## config.mk

```make
export PLATFORM = sky130hd
export DESIGN_NAME = ipp_attribute_stream_parser_top_flat
export DESIGN_NICKNAME = d
export VERILOG_FILES = /design/src/hw/rtl/iasp_pkg.sv /design/src/hw/rtl/iasp_in_if.sv /design/src/hw/rtl/iasp_out_if.sv /design/src/hw/rtl/iasp_core.sv /design/src/hw/rtl/iasp_out_reg.sv /design/src/hw/rtl/ipp_attribute_stream_parser_top.sv /design/src/flat_wrapper.sv
export SDC_FILE = /design/constraint.sdc
export NUM_CORES = 1
export LEC_CHECK = 0
export ABC_AREA = 1
export CORE_MARGIN = 4
export CORE_UTILIZATION = 55
export CTS_CLUSTER_DIAMETER = 50
export DETAILED_ROUTE_END_ITERATION = 7
export DONT_BUFFER_PORTS = 1
export PLACE_DENSITY = 0.7
export SYNTH_ARGS = -nofsm -noshare
export SYNTH_HDL_FRONTEND = slang
export SYNTH_HIERARCHICAL = 1
export SYNTH_SLANG_ARGS = --single-unit
```

## constraint.sdc

```tcl
create_clock -name clk -period 7.7 [get_ports clk]
set_input_delay 0.77 -clock clk [delete_from_list [all_inputs] [get_ports clk]]
set_output_delay 0.77 -clock clk [all_outputs]
set_load 0.05 [all_outputs]
```

## src/hw/rtl/iasp_pkg.sv

```systemverilog
// ----------------------------------------------------------------------------
// iasp_pkg
// Shared types and constants for the IPP attribute stream parser.
// ----------------------------------------------------------------------------
package iasp_pkg;

    // Parser phases
    localparam logic [3:0] PH_HEADER  = 4'd0;
    localparam logic [3:0] PH_TAG     = 4'd1;
    localparam logic [3:0] PH_NLEN_HI = 4'd2;
    localparam logic [3:0] PH_NLEN_LO = 4'd3;
    localparam logic [3:0] PH_NAME    = 4'd4;
    localparam logic [3:0] PH_VLEN_HI = 4'd5;
    localparam logic [3:0] PH_VLEN_LO = 4'd6;
    localparam logic [3:0] PH_VALUE   = 4'd7;
    localparam logic [3:0] PH_AFTER   = 4'd8;

    // Byte classes reported with each result
    localparam logic [3:0] CLS_HEADER = 4'd0;
    localparam logic [3:0] CLS_DELIM  = 4'd1;
    localparam logic [3:0] CLS_TAG    = 4'd2;
    localparam logic [3:0] CLS_NLEN   = 4'd3;
    localparam logic [3:0] CLS_NAME   = 4'd4;
    localparam logic [3:0] CLS_VLEN   = 4'd5;
    localparam logic [3:0] CLS_VALUE  = 4'd6;
    localparam logic [3:0] CLS_END    = 4'd7;
    localparam logic [3:0] CLS_AFTER  = 4'd8;

    // Tags
    localparam logic [7:0] TAG_END       = 8'h03;
    localparam logic [7:0] TAG_DELIM_MAX = 8'h0f;
    localparam logic [7:0] TAG_INTEGER   = 8'h21;
    localparam logic [7:0] TAG_BOOLEAN   = 8'h22;
    localparam logic [7:0] TAG_ENUM      = 8'h23;

    localparam logic [16:0] STATUS_OK_LIMIT = 17'h00100;

    // Header byte positions
    localparam logic [2:0] HDR_STATUS_HI = 3'd2;
    localparam logic [2:0] HDR_STATUS_LO = 3'd3;
    localparam logic [2:0] HDR_LAST      = 3'd7;

    typedef struct packed {
        logic [3:0]         byte_class;
        logic [7:0]         echo_byte;
        logic [7:0]         value_tag;
        logic               additional_value;
        logic               attr_done;
        logic signed [31:0] int_value;
        logic               bool_value;
        logic               truncated;
        logic [15:0]        status_code;
        logic               status_ok;
        logic               result_last;
    } result_t;

endpackage

```

## src/hw/rtl/iasp_in_if.sv

```systemverilog
// ----------------------------------------------------------------------------
// iasp_in_if
// Byte channel into the parser: one message byte and its last-byte mark.
// ----------------------------------------------------------------------------
interface iasp_in_if;
    logic       valid;
    logic       ready;
    logic [7:0] data_byte;
    logic       last_byte;

    modport source (output valid, output data_byte, output last_byte, input ready);
    modport sink (input valid, input data_byte, input last_byte, output ready);
endinterface

```

## src/hw/rtl/iasp_out_if.sv

```systemverilog
// ----------------------------------------------------------------------------
// iasp_out_if
// Result channel out of the parser: one result per accepted byte.
// ----------------------------------------------------------------------------
interface iasp_out_if;
    logic               valid;
    logic               ready;
    logic [3:0]         byte_class;
    logic [7:0]         echo_byte;
    logic [7:0]         value_tag;
    logic               additional_value;
    logic               attr_done;
    logic signed [31:0] int_value;
    logic               bool_value;
    logic               truncated;
    logic [15:0]        status_code;
    logic               status_ok;
    logic               result_last;

    modport source (
        output valid, output byte_class, output echo_byte, output value_tag,
        output additional_value, output attr_done, output int_value,
        output bool_value, output truncated, output status_code,
        output status_ok, output result_last, input ready
    );
    modport sink (
        input valid, input byte_class, input echo_byte, input value_tag,
        input additional_value, input attr_done, input int_value,
        input bool_value, input truncated, input status_code,
        input status_ok, input result_last, output ready
    );
endinterface

```

## src/hw/rtl/iasp_core.sv

```systemverilog
// ----------------------------------------------------------------------------
// iasp_core
// Parser state machine: classifies one byte per advance and forms its result.
// ----------------------------------------------------------------------------
module iasp_core (
    input  logic              clk,
    input  logic              rst_n,
    input  logic              advance,
    input  logic [7:0]        data_byte,
    input  logic              last_byte,
    output iasp_pkg::result_t res
);

    logic [3:0]  phase_reg,        phase_next;
    logic [2:0]  header_count_reg, header_count_next;
    logic [15:0] remaining_reg,    remaining_next;
    logic [7:0]  length_high_reg,  length_high_next;
    logic [7:0]  current_tag_reg,  current_tag_next;
    logic        name_empty_reg,   name_empty_next;
    logic [31:0] acc_reg,          acc_next;
    logic        first_nz_reg,     first_nz_next;
    logic        seen_reg,         seen_next;
    logic [15:0] status_reg,       status_next;
    logic        value_first_reg,  value_first_next;

    logic [3:0]  cls;
    logic        done;
    logic [15:0] len_word;
    logic        int_tag;

    assign len_word = {length_high_reg, data_byte};

    always_comb
    begin
        phase_next        = phase_reg;
        header_count_next = header_count_reg;
        remaining_next    = remaining_reg;
        length_high_next  = length_high_reg;
        current_tag_next  = current_tag_reg;
        name_empty_next   = name_empty_reg;
        acc_next          = acc_reg;
        first_nz_next     = first_nz_reg;
        seen_next         = seen_reg;
        status_next       = status_reg;
        value_first_next  = value_first_reg;
        cls               = iasp_pkg::CLS_HEADER;
        done              = 1'b0;

        case (phase_reg)
            iasp_pkg::PH_HEADER:
            begin
                cls = iasp_pkg::CLS_HEADER;
                if (header_count_reg == iasp_pkg::HDR_STATUS_HI)
                begin
                    length_high_next = data_byte;
                end
                else if (header_count_reg == iasp_pkg::HDR_STATUS_LO)
                begin
                    status_next = len_word;
                end
                if (header_count_reg == iasp_pkg::HDR_LAST)
                begin
                    header_count_next = 3'd0;
                    phase_next        = iasp_pkg::PH_TAG;
                end
                else
                begin
                    header_count_next = header_count_reg + 3'd1;
                end
            end
            iasp_pkg::PH_TAG:
            begin
                if (data_byte == iasp_pkg::TAG_END)
                begin
                    cls        = iasp_pkg::CLS_END;
                    phase_next = iasp_pkg::PH_AFTER;
                end
                else if (data_byte <= iasp_pkg::TAG_DELIM_MAX)
                begin
                    cls = iasp_pkg::CLS_DELIM;
                end
                else
                begin
                    cls              = iasp_pkg::CLS_TAG;
                    current_tag_next = data_byte;
                    phase_next       = iasp_pkg::PH_NLEN_HI;
                end
            end
            iasp_pkg::PH_NLEN_HI:
            begin
                cls              = iasp_pkg::CLS_NLEN;
                length_high_next = data_byte;
                phase_next       = iasp_pkg::PH_NLEN_LO;
            end
            iasp_pkg::PH_NLEN_LO:
            begin
                cls             = iasp_pkg::CLS_NLEN;
                remaining_next  = len_word;
                name_empty_next = (len_word == 16'd0);
                phase_next      = (len_word == 16'd0) ? iasp_pkg::PH_VLEN_HI
                                                      : iasp_pkg::PH_NAME;
            end
            iasp_pkg::PH_NAME:
            begin
                cls            = iasp_pkg::CLS_NAME;
                remaining_next = remaining_reg - 16'd1;
                if (remaining_reg == 16'd1)
                begin
                    phase_next = iasp_pkg::PH_VLEN_HI;
                end
            end
            iasp_pkg::PH_VLEN_HI:
            begin
                cls              = iasp_pkg::CLS_VLEN;
                length_high_next = data_byte;
                phase_next       = iasp_pkg::PH_VLEN_LO;
            end
            iasp_pkg::PH_VLEN_LO:
            begin
                cls              = iasp_pkg::CLS_VLEN;
                remaining_next   = len_word;
                acc_next         = 32'd0;
                first_nz_next    = 1'b0;
                value_first_next = 1'b1;
                if (len_word == 16'd0)
                begin
                    done       = 1'b1;
                    phase_next = iasp_pkg::PH_TAG;
                end
                else
                begin
                    phase_next = iasp_pkg::PH_VALUE;
                end
            end
            iasp_pkg::PH_VALUE:
            begin
                cls      = iasp_pkg::CLS_VALUE;
                acc_next = {acc_reg[23:0], data_byte};
                if (value_first_reg)
                begin
                    first_nz_next    = (data_byte != 8'd0);
                    value_first_next = 1'b0;
                end
                remaining_next = remaining_reg - 16'd1;
                if (remaining_reg == 16'd1)
                begin
                    done       = 1'b1;
                    phase_next = iasp_pkg::PH_TAG;
                end
            end
            default:
            begin
                cls        = iasp_pkg::CLS_AFTER;
                phase_next = iasp_pkg::PH_AFTER;
            end
        endcase

        if (done)
        begin
            seen_next        = 1'b1;
            value_first_next = 1'b0;
        end
    end

    assign int_tag = (current_tag_next == iasp_pkg::TAG_INTEGER)
                  || (current_tag_next == iasp_pkg::TAG_ENUM);

    always_comb
    begin
        res.byte_class       = cls;
        res.echo_byte        = data_byte;
        res.value_tag        = current_tag_next;
        res.additional_value = done & name_empty_reg & seen_reg;
        res.attr_done        = done;
        res.int_value        = (done && int_tag) ? acc_next : 32'sd0;
        res.bool_value       = done && (current_tag_next == iasp_pkg::TAG_BOOLEAN)
                               && first_nz_next;
        res.truncated        = last_byte && (phase_next != iasp_pkg::PH_TAG)
                               && (phase_next != iasp_pkg::PH_AFTER);
        res.status_code      = status_next;
        res.status_ok        = (phase_next != iasp_pkg::PH_HEADER)
                               && ({1'b0, status_next} < iasp_pkg::STATUS_OK_LIMIT);
        res.result_last      = last_byte;
    end

    always_ff @(posedge clk or negedge rst_n)
    begin
        if (!rst_n)
        begin
            phase_reg        <= iasp_pkg::PH_HEADER;
            header_count_reg <= 3'd0;
            remaining_reg    <= 16'd0;
            length_high_reg  <= 8'd0;
            current_tag_reg  <= 8'd0;
            name_empty_reg   <= 1'b0;
            acc_reg          <= 32'd0;
            first_nz_reg     <= 1'b0;
            seen_reg         <= 1'b0;
            status_reg       <= 16'd0;
            value_first_reg  <= 1'b0;
        end
        else if (advance)
        begin
            if (last_byte)
            begin
                // restart for the next message
                phase_reg        <= iasp_pkg::PH_HEADER;
                header_count_reg <= 3'd0;
                remaining_reg    <= 16'd0;
                length_high_reg  <= 8'd0;
                current_tag_reg  <= 8'd0;
                name_empty_reg   <= 1'b0;
                acc_reg          <= 32'd0;
                first_nz_reg     <= 1'b0;
                seen_reg         <= 1'b0;
                status_reg       <= 16'd0;
                value_first_reg  <= 1'b0;
            end
            else
            begin
                phase_reg        <= phase_next;
                header_count_reg <= header_count_next;
                remaining_reg    <= remaining_next;
                length_high_reg  <= length_high_next;
                current_tag_reg  <= current_tag_next;
                name_empty_reg   <= name_empty_next;
                acc_reg          <= acc_next;
                first_nz_reg     <= first_nz_next;
                seen_reg         <= seen_next;
                status_reg       <= status_next;
                value_first_reg  <= value_first_next;
            end
        end
    end

    a_restart_after_last: assert property (@(posedge clk) disable iff (!rst_n)
        advance && last_byte |=> phase_reg == iasp_pkg::PH_HEADER
                                 && header_count_reg == 3'd0 && !seen_reg)
        else $error("parser did not restart after last byte");

    a_done_in_value_or_len: assert property (@(posedge clk) disable iff (!rst_n)
        res.attr_done |-> res.byte_class == iasp_pkg::CLS_VALUE
                          || res.byte_class == iasp_pkg::CLS_VLEN)
        else $error("attribute completed outside value or value length");

    a_header_count_in_header: assert property (@(posedge clk) disable iff (!rst_n)
        header_count_reg != 3'd0 |-> phase_reg == iasp_pkg::PH_HEADER)
        else $error("header count live outside the header");

    a_value_fields_need_done: assert property (@(posedge clk) disable iff (!rst_n)
        (res.int_value != 32'sd0) || res.bool_value || res.additional_value
            |-> res.attr_done)
        else $error("value fields reported without a completed attribute");

    a_remaining_nonzero: assert property (@(posedge clk) disable iff (!rst_n)
        phase_reg == iasp_pkg::PH_NAME || phase_reg == iasp_pkg::PH_VALUE
            |-> remaining_reg != 16'd0)
        else $error("zero remaining length inside name or value");

endmodule

```

## src/hw/rtl/iasp_out_reg.sv

```systemverilog
// ----------------------------------------------------------------------------
// iasp_out_reg
// Result register: holds one result until the sink takes it.
// ----------------------------------------------------------------------------
module iasp_out_reg (
    input  logic              clk,
    input  logic              rst_n,
    input  logic              load,
    input  iasp_pkg::result_t res,
    output logic              space,
    iasp_out_if.source        result_ch
);

    logic              valid_reg;
    iasp_pkg::result_t data_reg;

    // take a new result when empty or when the held one leaves this cycle
    assign space = !valid_reg || result_ch.ready;

    always_ff @(posedge clk or negedge rst_n)
    begin
        if (!rst_n)
        begin
            valid_reg <= 1'b0;
        end
        else if (space)
        begin
            valid_reg <= load;
        end
    end

    always_ff @(posedge clk)
    begin
        if (space && load)
        begin
            data_reg <= res;
        end
    end

    assign result_ch.valid            = valid_reg;
    assign result_ch.byte_class       = data_reg.byte_class;
    assign result_ch.echo_byte        = data_reg.echo_byte;
    assign result_ch.value_tag        = data_reg.value_tag;
    assign result_ch.additional_value = data_reg.additional_value;
    assign result_ch.attr_done        = data_reg.attr_done;
    assign result_ch.int_value        = data_reg.int_value;
    assign result_ch.bool_value       = data_reg.bool_value;
    assign result_ch.truncated        = data_reg.truncated;
    assign result_ch.status_code      = data_reg.status_code;
    assign result_ch.status_ok        = data_reg.status_ok;
    assign result_ch.result_last      = data_reg.result_last;

endmodule

```

## src/hw/rtl/ipp_attribute_stream_parser_top.sv

```systemverilog
// ----------------------------------------------------------------------------
// ipp_attribute_stream_parser_top
// IPP response byte stream parser: classifies each byte and reports attributes.
// ----------------------------------------------------------------------------
// A result is registered and valid in the cycle after its byte transaction.
// Throughput: one byte per cycle while the result sink takes results; the state
// update and the result register both load in the cycle of the transaction.
// Reset: asynchronous, active low; the parser starts in the header phase with
// no result pending. The parser also returns to the header phase after every last byte.
// ----------------------------------------------------------------------------
module ipp_attribute_stream_parser_top (
    input  logic       clk,
    input  logic       rst_n,
    iasp_in_if.sink    byte_ch,
    iasp_out_if.source result_ch
);

    logic              space;
    logic              advance;
    iasp_pkg::result_t res;

    assign byte_ch.ready = space;
    assign advance       = byte_ch.valid && space;

    iasp_core u_core (
        .clk       (clk),
        .rst_n     (rst_n),
        .advance   (advance),
        .data_byte (byte_ch.data_byte),
        .last_byte (byte_ch.last_byte),
        .res       (res)
    );

    iasp_out_reg u_out_reg (
        .clk       (clk),
        .rst_n     (rst_n),
        .load      (advance),
        .res       (res),
        .space     (space),
        .result_ch (result_ch)
    );

endmodule
```

## src/flat_wrapper.sv

```systemverilog
// flat-port wrapper written by rule: the top's interface ports become plain ports
module ipp_attribute_stream_parser_top_flat 
  (clk, rst_n, byte_ch_valid, byte_ch_data_byte, byte_ch_last_byte, byte_ch_ready, result_ch_valid, result_ch_byte_class, result_ch_echo_byte, result_ch_value_tag, result_ch_additional_value, result_ch_attr_done, result_ch_int_value, result_ch_bool_value, result_ch_truncated, result_ch_status_code, result_ch_status_ok, result_ch_result_last, result_ch_ready);
  iasp_in_if byte_ch_i ();
  iasp_out_if result_ch_i ();
  input  logic clk;
  input  logic rst_n;
  input wire logic [$bits(byte_ch_i.valid)-1:0] byte_ch_valid;
  input wire logic [$bits(byte_ch_i.data_byte)-1:0] byte_ch_data_byte;
  input wire logic [$bits(byte_ch_i.last_byte)-1:0] byte_ch_last_byte;
  output wire logic [$bits(byte_ch_i.ready)-1:0] byte_ch_ready;
  output wire logic [$bits(result_ch_i.valid)-1:0] result_ch_valid;
  output wire logic [$bits(result_ch_i.byte_class)-1:0] result_ch_byte_class;
  output wire logic [$bits(result_ch_i.echo_byte)-1:0] result_ch_echo_byte;
  output wire logic [$bits(result_ch_i.value_tag)-1:0] result_ch_value_tag;
  output wire logic [$bits(result_ch_i.additional_value)-1:0] result_ch_additional_value;
  output wire logic [$bits(result_ch_i.attr_done)-1:0] result_ch_attr_done;
  output wire logic [$bits(result_ch_i.int_value)-1:0] result_ch_int_value;
  output wire logic [$bits(result_ch_i.bool_value)-1:0] result_ch_bool_value;
  output wire logic [$bits(result_ch_i.truncated)-1:0] result_ch_truncated;
  output wire logic [$bits(result_ch_i.status_code)-1:0] result_ch_status_code;
  output wire logic [$bits(result_ch_i.status_ok)-1:0] result_ch_status_ok;
  output wire logic [$bits(result_ch_i.result_last)-1:0] result_ch_result_last;
  input wire logic [$bits(result_ch_i.ready)-1:0] result_ch_ready;
  assign byte_ch_i.valid = byte_ch_valid;
  assign byte_ch_i.data_byte = byte_ch_data_byte;
  assign byte_ch_i.last_byte = byte_ch_last_byte;
  assign byte_ch_ready = byte_ch_i.ready;
  assign result_ch_valid = result_ch_i.valid;
  assign result_ch_byte_class = result_ch_i.byte_class;
  assign result_ch_echo_byte = result_ch_i.echo_byte;
  assign result_ch_value_tag = result_ch_i.value_tag;
  assign result_ch_additional_value = result_ch_i.additional_value;
  assign result_ch_attr_done = result_ch_i.attr_done;
  assign result_ch_int_value = result_ch_i.int_value;
  assign result_ch_bool_value = result_ch_i.bool_value;
  assign result_ch_truncated = result_ch_i.truncated;
  assign result_ch_status_code = result_ch_i.status_code;
  assign result_ch_status_ok = result_ch_i.status_ok;
  assign result_ch_result_last = result_ch_i.result_last;
  assign result_ch_i.ready = result_ch_ready;
  ipp_attribute_stream_parser_top u_core (.clk(clk), .rst_n(rst_n), .byte_ch(byte_ch_i), .result_ch(result_ch_i));
endmodule
```

* After elaboration in Yosys (flattened, before gate mapping) *
Cells that the tools add are included.

storage, ports and cells
  register bits after elaboration = 166
  output and inout port bits = 76
  logic and storage cells = 122

operators by class
  equal/unequal tests = 18
  bitwise operators = 2
  multiplexer cells = 43
  reduce and logical (&&, ||, !) cells = 32
  magnitude comparators = 2
  add/sub/neg operators = 2

operators with widths
  kind                                                            count
  2-to-1 mux 16 bit                                               5
  one-hot mux 32 bit (2 select lines)                             1
  2-to-1 mux 8 bit                                                6
  2-to-1 mux 32 bit                                               1
  one-hot mux 16 bit (2 select lines)                             1
  one-hot mux 4 bit (8 select lines)                              1
  == test 8 x 6 -> 1 bit, second input constant                   3
  2-to-1 mux 4 bit                                                6
  one-hot mux 4 bit (6 select lines)                              1
  == test 16 x 1 -> 1 bit, second input constant                  1
  == test 4 x 3 -> 1 bit, second input constant                   4
  zero test 16 bit                                                1
  less-than comparator 16 x 9 -> 1 bit, second input constant     1
  one-hot mux 8 bit (2 select lines)                              1
  subtractor 16 x 1 -> 16 bit, second input constant              1
  2-to-1 mux 3 bit                                                5
  2-to-1 mux 1 bit                                                11
  AND reduction 2 bit                                             5
  OR reduction 2 bit                                              5
  == test 4 x 2 -> 1 bit, second input constant                   2
  == test 8 x 2 -> 1 bit, second input constant                   1
  less-or-equal comparator 8 x 4 -> 1 bit, second input constant  1
  logical AND 1 bit                                               8
  nonzero test 4 bit                                              2
  17 further kinds                                                25

* Longest topological paths before layout *
  word-level depth = 7
  gate-level depth with buffers = 13
  gate-level depth less buffers = 13

* Cells and area by module *
Netlist, hierarchy kept.

by module, submodules not included
  module                           instances  area an instance (µm²)  cells each
  iasp_core                        1          5320.1                  720
  iasp_out_reg                     1          2267.2                  80
  ipp_attribute_stream_parser_top  1          7.5                     2

* Worst setup path after synthesis *
OpenSTA, ideal clock, no wires.

  path type = input to register
  start point = input port result_ch_ready
  end point = register u_core.u_out_reg.data_reg (netlist bit u_core/u_out_reg/result_ch.additional_value), enable pin
  stages = 6
  data required time = 7.170 ns
  path buffers = 0
  path slack = 2.192 ns
  setup time = 0.530 ns
  data arrival time = 4.978 ns
  cells stage by stage = inv_1 > nand2_1 > nand2_1 > inv_1 > inv_1 > a21oi_1

between the ends
  cells in the longest elaborated chain, start to end = 3

ends and longest elaborated chain
  element                   line                                   source
  start: declaration        flat_wrapper.sv:24                     input wire logic [$bits(result_ch_i.ready)-1:0] result_ch_ready;
  logical OR 1 bit          iasp_out_reg.sv:18                     assign space = !valid_reg || result_ch.ready;
  named net byte_ch_ready   flat_wrapper.sv:11                     output wire logic [$bits(byte_ch_i.ready)-1:0] byte_ch_ready;
  logical AND 1 bit         ipp_attribute_stream_parser_top.sv:23  assign advance = byte_ch.valid && space;
  named net u_core.advance  ipp_attribute_stream_parser_top.sv:19  logic advance;
  logical AND 1 bit         iasp_out_reg.sv:34                     if (space && load)
  end signal: assignment    iasp_out_reg.sv:36                     data_reg <= res;
  end: declaration          iasp_out_reg.sv:15                     iasp_pkg::result_t data_reg;

The timed path passes the listed nets, and every way through them passes these cells.
A chain may end at the register's enable or synchronous reset.

* Worst setup path in the final report *
  start point = register u_core.u_out_reg.valid_reg (netlist: u_core/u_out_reg/result_ch.valid)
  end point = register u_core.u_core.acc_reg[11]

between the ends
  cells in the longest elaborated chain, start to end = 3

ends and longest elaborated chain
  element                   line                                   source
  start: declaration        iasp_out_reg.sv:14                     logic valid_reg;
  start signal: assignment  iasp_out_reg.sv:28                     valid_reg <= load;
  zero test 1 bit           iasp_out_reg.sv:18
  logical OR 1 bit          iasp_out_reg.sv:18
  named net byte_ch_ready   flat_wrapper.sv:11
  logical AND 1 bit         ipp_attribute_stream_parser_top.sv:23
  named net u_core.advance  ipp_attribute_stream_parser_top.sv:19
  end signal: assignment    iasp_core.sv:227                       acc_reg <= acc_next;
  end: declaration          iasp_core.sv:20                        logic [31:0] acc_reg, acc_next;

The timed path passes the listed nets, and every way through them passes these cells.

==> results.tsv <==
stage	metric	value	unit
yosys	Avg Cell Area, Syn	9.470	um2
power_and_ir_drop	VDD IR max	163.9	uV
yosys	Ys Warns	6	
final_layout	Nets	802	
yosys	async set or reset register ratio after synthesis	55.42	%
grt	met3 Use GR	5.714	%
route	post-DR wirelength/cell	17.79	um
yosys	EDFF count, synth	74	
final_layout	n_diodes	0	
grt	pin count of the biggest net entering global routing	93	
final_layout	commonest non-fill, non-tap cell in the layout	inv_1	
yosys	Mapped Area	7595	um2
grt	initial antenna violation count	0	
clock_tree	worst skew pair latency	0.43	ns
placement	worst slack at placement	3.911	ns
route	routed wire length	17290	um
floorplanning	IO Pins	89	
route	DRC violations left	0	
timing	setup violators final	0	
timing	worst-margin pin slew	1.042	ns
clock_tree	CTS buffer count	17	
route	DR iter-0 viols	553	
yosys	Syn Inst Count	802	
timing	shortest clock period the worst path allows after layout	3.672	ns
power_and_ir_drop	Pint	1.759	mW
critical_path	worst-case reg-to-reg path depth	9	
floorplanning	initial core utilization	56.68	%
critical_path	Req. time, crit path	8.04	ns
timing	setup_tns	0	ns
floorplanning	Die Span X	125.5	um
floorplanning	# rows	42	
placement	placer congestion estimate	0.9390	
final_layout	area grow syn2layout	8.863	%
yosys	#FFs+latches synth	166	
route	Vias	5607	
grt	met1 Use GR	30.18	%
clock_tree	post-CTS sizing	0	
critical_path	FF-to-FF setup slack	4.03	ns
timing	final slew viol count	0	
power_and_ir_drop	sw frac	30.80	%
timing	Fin Clk Skew	0.007594	ns
grt	global route overflow	0	
power_and_ir_drop	combinational share of power	15.8	%
power_and_ir_drop	PwrDens	307.5	nW/um2
grt	global-route wire length before repair	28100	um
clock_tree	TritonCTS clock tree	done	
grt	total track usage	22.50	%
timing	fin crit share	47.69	%
placement	# port buffers	0	
power_and_ir_drop	Leak	3.555	nW
yosys	sequential element share of the synthesized area	59.57	%
run	max_cap viols	0	
clock_tree	H-tree depth	4	
clock_tree	CTS sink cnt	166	
timing	Setup WS post-layout	4.028	ns
status	outcome	complete, no violations	
final_layout	share of layout cells above drive strength 1	8.291	%
critical_path	critical-path cell list	nand2_1, nand2_1, inv_2, buf_4, clkinv_1, nor2_1, clkinv_1, buf_4, o22ai_1	
final_layout	most frequent cells in the layout	159 x inv_1, 101 x nand2_1, 92 x dfrtp_1	
route	DR pass1 iterations	5	
clock_tree	post-CTS setup buffers	0	
clock_tree	Clock Pin Slew Worst Setup and Hold Paths	0.06	ns
critical_path	slowest stage delay, CP	0.59	ns
critical_path	Slowest cell on crit path	dfrtp_1	
power_and_ir_drop	clock power share	36.1	%
floorplanning	DIE AREA	15750	um2
timing	RSZ-0062 raised after global routing	false	
timing	worst rel slew slack	30.43	%
clock_tree	Clock Root Buffer	clkbuf_16	
final_layout	Filler cells	1105	
yosys	Synth Flop Type	dfrtp_1	
timing	fmax	272.4	MHz
critical_path	crit path from	u_core/u_out_reg/result_ch.valid	
placement	detailed placement HPWL	11560	um
grt	vias in the first global route	5443	
power_and_ir_drop	net switching power	783.1	uW
timing	Final Hold Viols	0	
critical_path	critical path class	reg2reg	
critical_path	CP arrival	4.01	ns
critical_path	Worst R2R End	u_core/u_core/acc_reg[11]	
min_path	hold crit path type	in2async	
route	routed vias/inst	5.769	
critical_path	Reg-to-Reg Start	u_core/u_out_reg/result_ch.valid	
critical_path	Worst Setup Start Kind	register	
yosys	Cell variety after synth	37	
clock_tree	Hold-fix buffers, CTS	0	
route	Detail Route Antenna Nets	0	
yosys	Net Count, Synth	821	
critical_path	CP max FO	61	
power_and_ir_drop	sequential share of power	48.1	%
floorplanning	total core area	13400	um2
clock_tree	clock buffer depth	2	
grt	met2 Use GR	35.46	%
floorplanning	Die Y	125.5	um
critical_path	CP Capture Type	register	
grt	most used routing layer in global routing	met2	
-- cell type report --
| cell class | count | area [um2] | area share [%] |
|---|---|---|---|
| Inverter | 168 | 630.6 | 7.627 |
| Clock buffer | 23 | 457.9 | 5.539 |
| Tap cell | 176 | 220.2 | 2.663 |
| Sequential cell | 166 | 4524 | 54.72 |
| Multi-Input combinational cell | 426 | 2228 | 26.95 |
| Clock inverter | 9 | 176.4 | 2.134 |
| Timing Repair Buffer | 4 | 30.03 | 0.3632 |
-- synth_stat cells (2+ instances only) --
library cell	instances	area [um2]
a21oi_1	18	90.09
nand3_1	35	175.2
buf_6	4	45.04
o21ai_0	59	295.3
inv_2	4	15.01
xor2_1	5	43.79
dfrtp_1	92	2302
nor2_2	14	87.58
edfxtp_1	74	2222
nand4_1	4	25.02
inv_1	160	600.6
nor3_1	3	15.01
ha_1	6	75.07
buf_1	5	18.77
buf_4	10	75.07
o22ai_1	90	563.0
a22oi_2	2	25.02
nand2_1	101	379.1
clkinv_1	4	15.01
nand2_2	4	25.02
o21ai_1	5	25.02
nor2_1	67	251.5
clkbuf_1	22	82.58
-- critical path: cells and delay by family (launching register included) --
| family | cells | cell delay (ns) |
|---|---|---|
| AND/OR/NAND/NOR | 3 | 1.05 |
| AO/OA/AOI/OAI | 1 | 0.23 |
| buffers and inverters | 5 | 1.64 |
| flip-flops | 1 | 0.59 |
-- logic make-up (layout without fill, tap and decap cells) --
kind of cell             count (synthesis)  count (layout)  synth area share (%)
AND/OR/NAND/NOR                        235             235                 13.72
buffers and inverters                  210             204                 11.28
multiplexers                             1               1                0.1318
flip-flops                             166             166                 59.57
XOR/XNOR                                 6               6                0.6919
adder cells (fa/ha/maj)                  6               6                0.9884
AO/OA/AOI/OAI                          178             178                 13.61
-- through the flow --
stage / instance area, um2 / power, mW / instances / hold slack, ns / util (%)
floorplan: 7595 / 1.541 / 802 / 0.4479 / -
global placement: 7634 / 1.617 / 940 / 0.4753 / 56.97
detailed placement: 7634 / 1.637 / 940 / 0.4775 / 56.97
CTS: 8268 / 2.553 / 972 / 0.01745 / 61.70
global route: 8268 / 2.666 / 972 / 0.01426 / 61.70
finish: 8268 / 2.543 / 972 / 0.03519 / 61.70
-- power by group through the flow --
stage,logic [mW],clock network [mW],registers (mW)
global route,0.458,0.975,1.23
CTS,0.398,0.930,1.22
detailed placement,0.396,0,1.24
floorplan,0.317,0,1.22
finish,0.401,0.918,1.22
global placement,0.381,0,1.24
-- per-layer routing --
layer / wire length, um / vias up
li1: - / 2598
met1: 7361 / 2738
met2: 8442 / 235
met3: 1102 / 36
met4: 385 / 0
met5: 0 / -
-- worst max-delay path by stage --
stage / end / slack (ns) / cells after the start
finish: u_core/u_core/acc_reg[11] / 4.03 / 9
global route: u_core/u_core/acc_reg[31] / 3.73 / 9
detailed placement: u_core/u_core/acc_reg[11] / 3.91 / 10
global placement: u_core/u_core/status_reg[10] / 4.12 / 10
CTS: u_core/u_core/acc_reg[11] / 4.06 / 9
floorplan: u_core/u_out_reg/result_ch.additional_value / 2.19 / 6
Power figures use the tool's default switching activity.
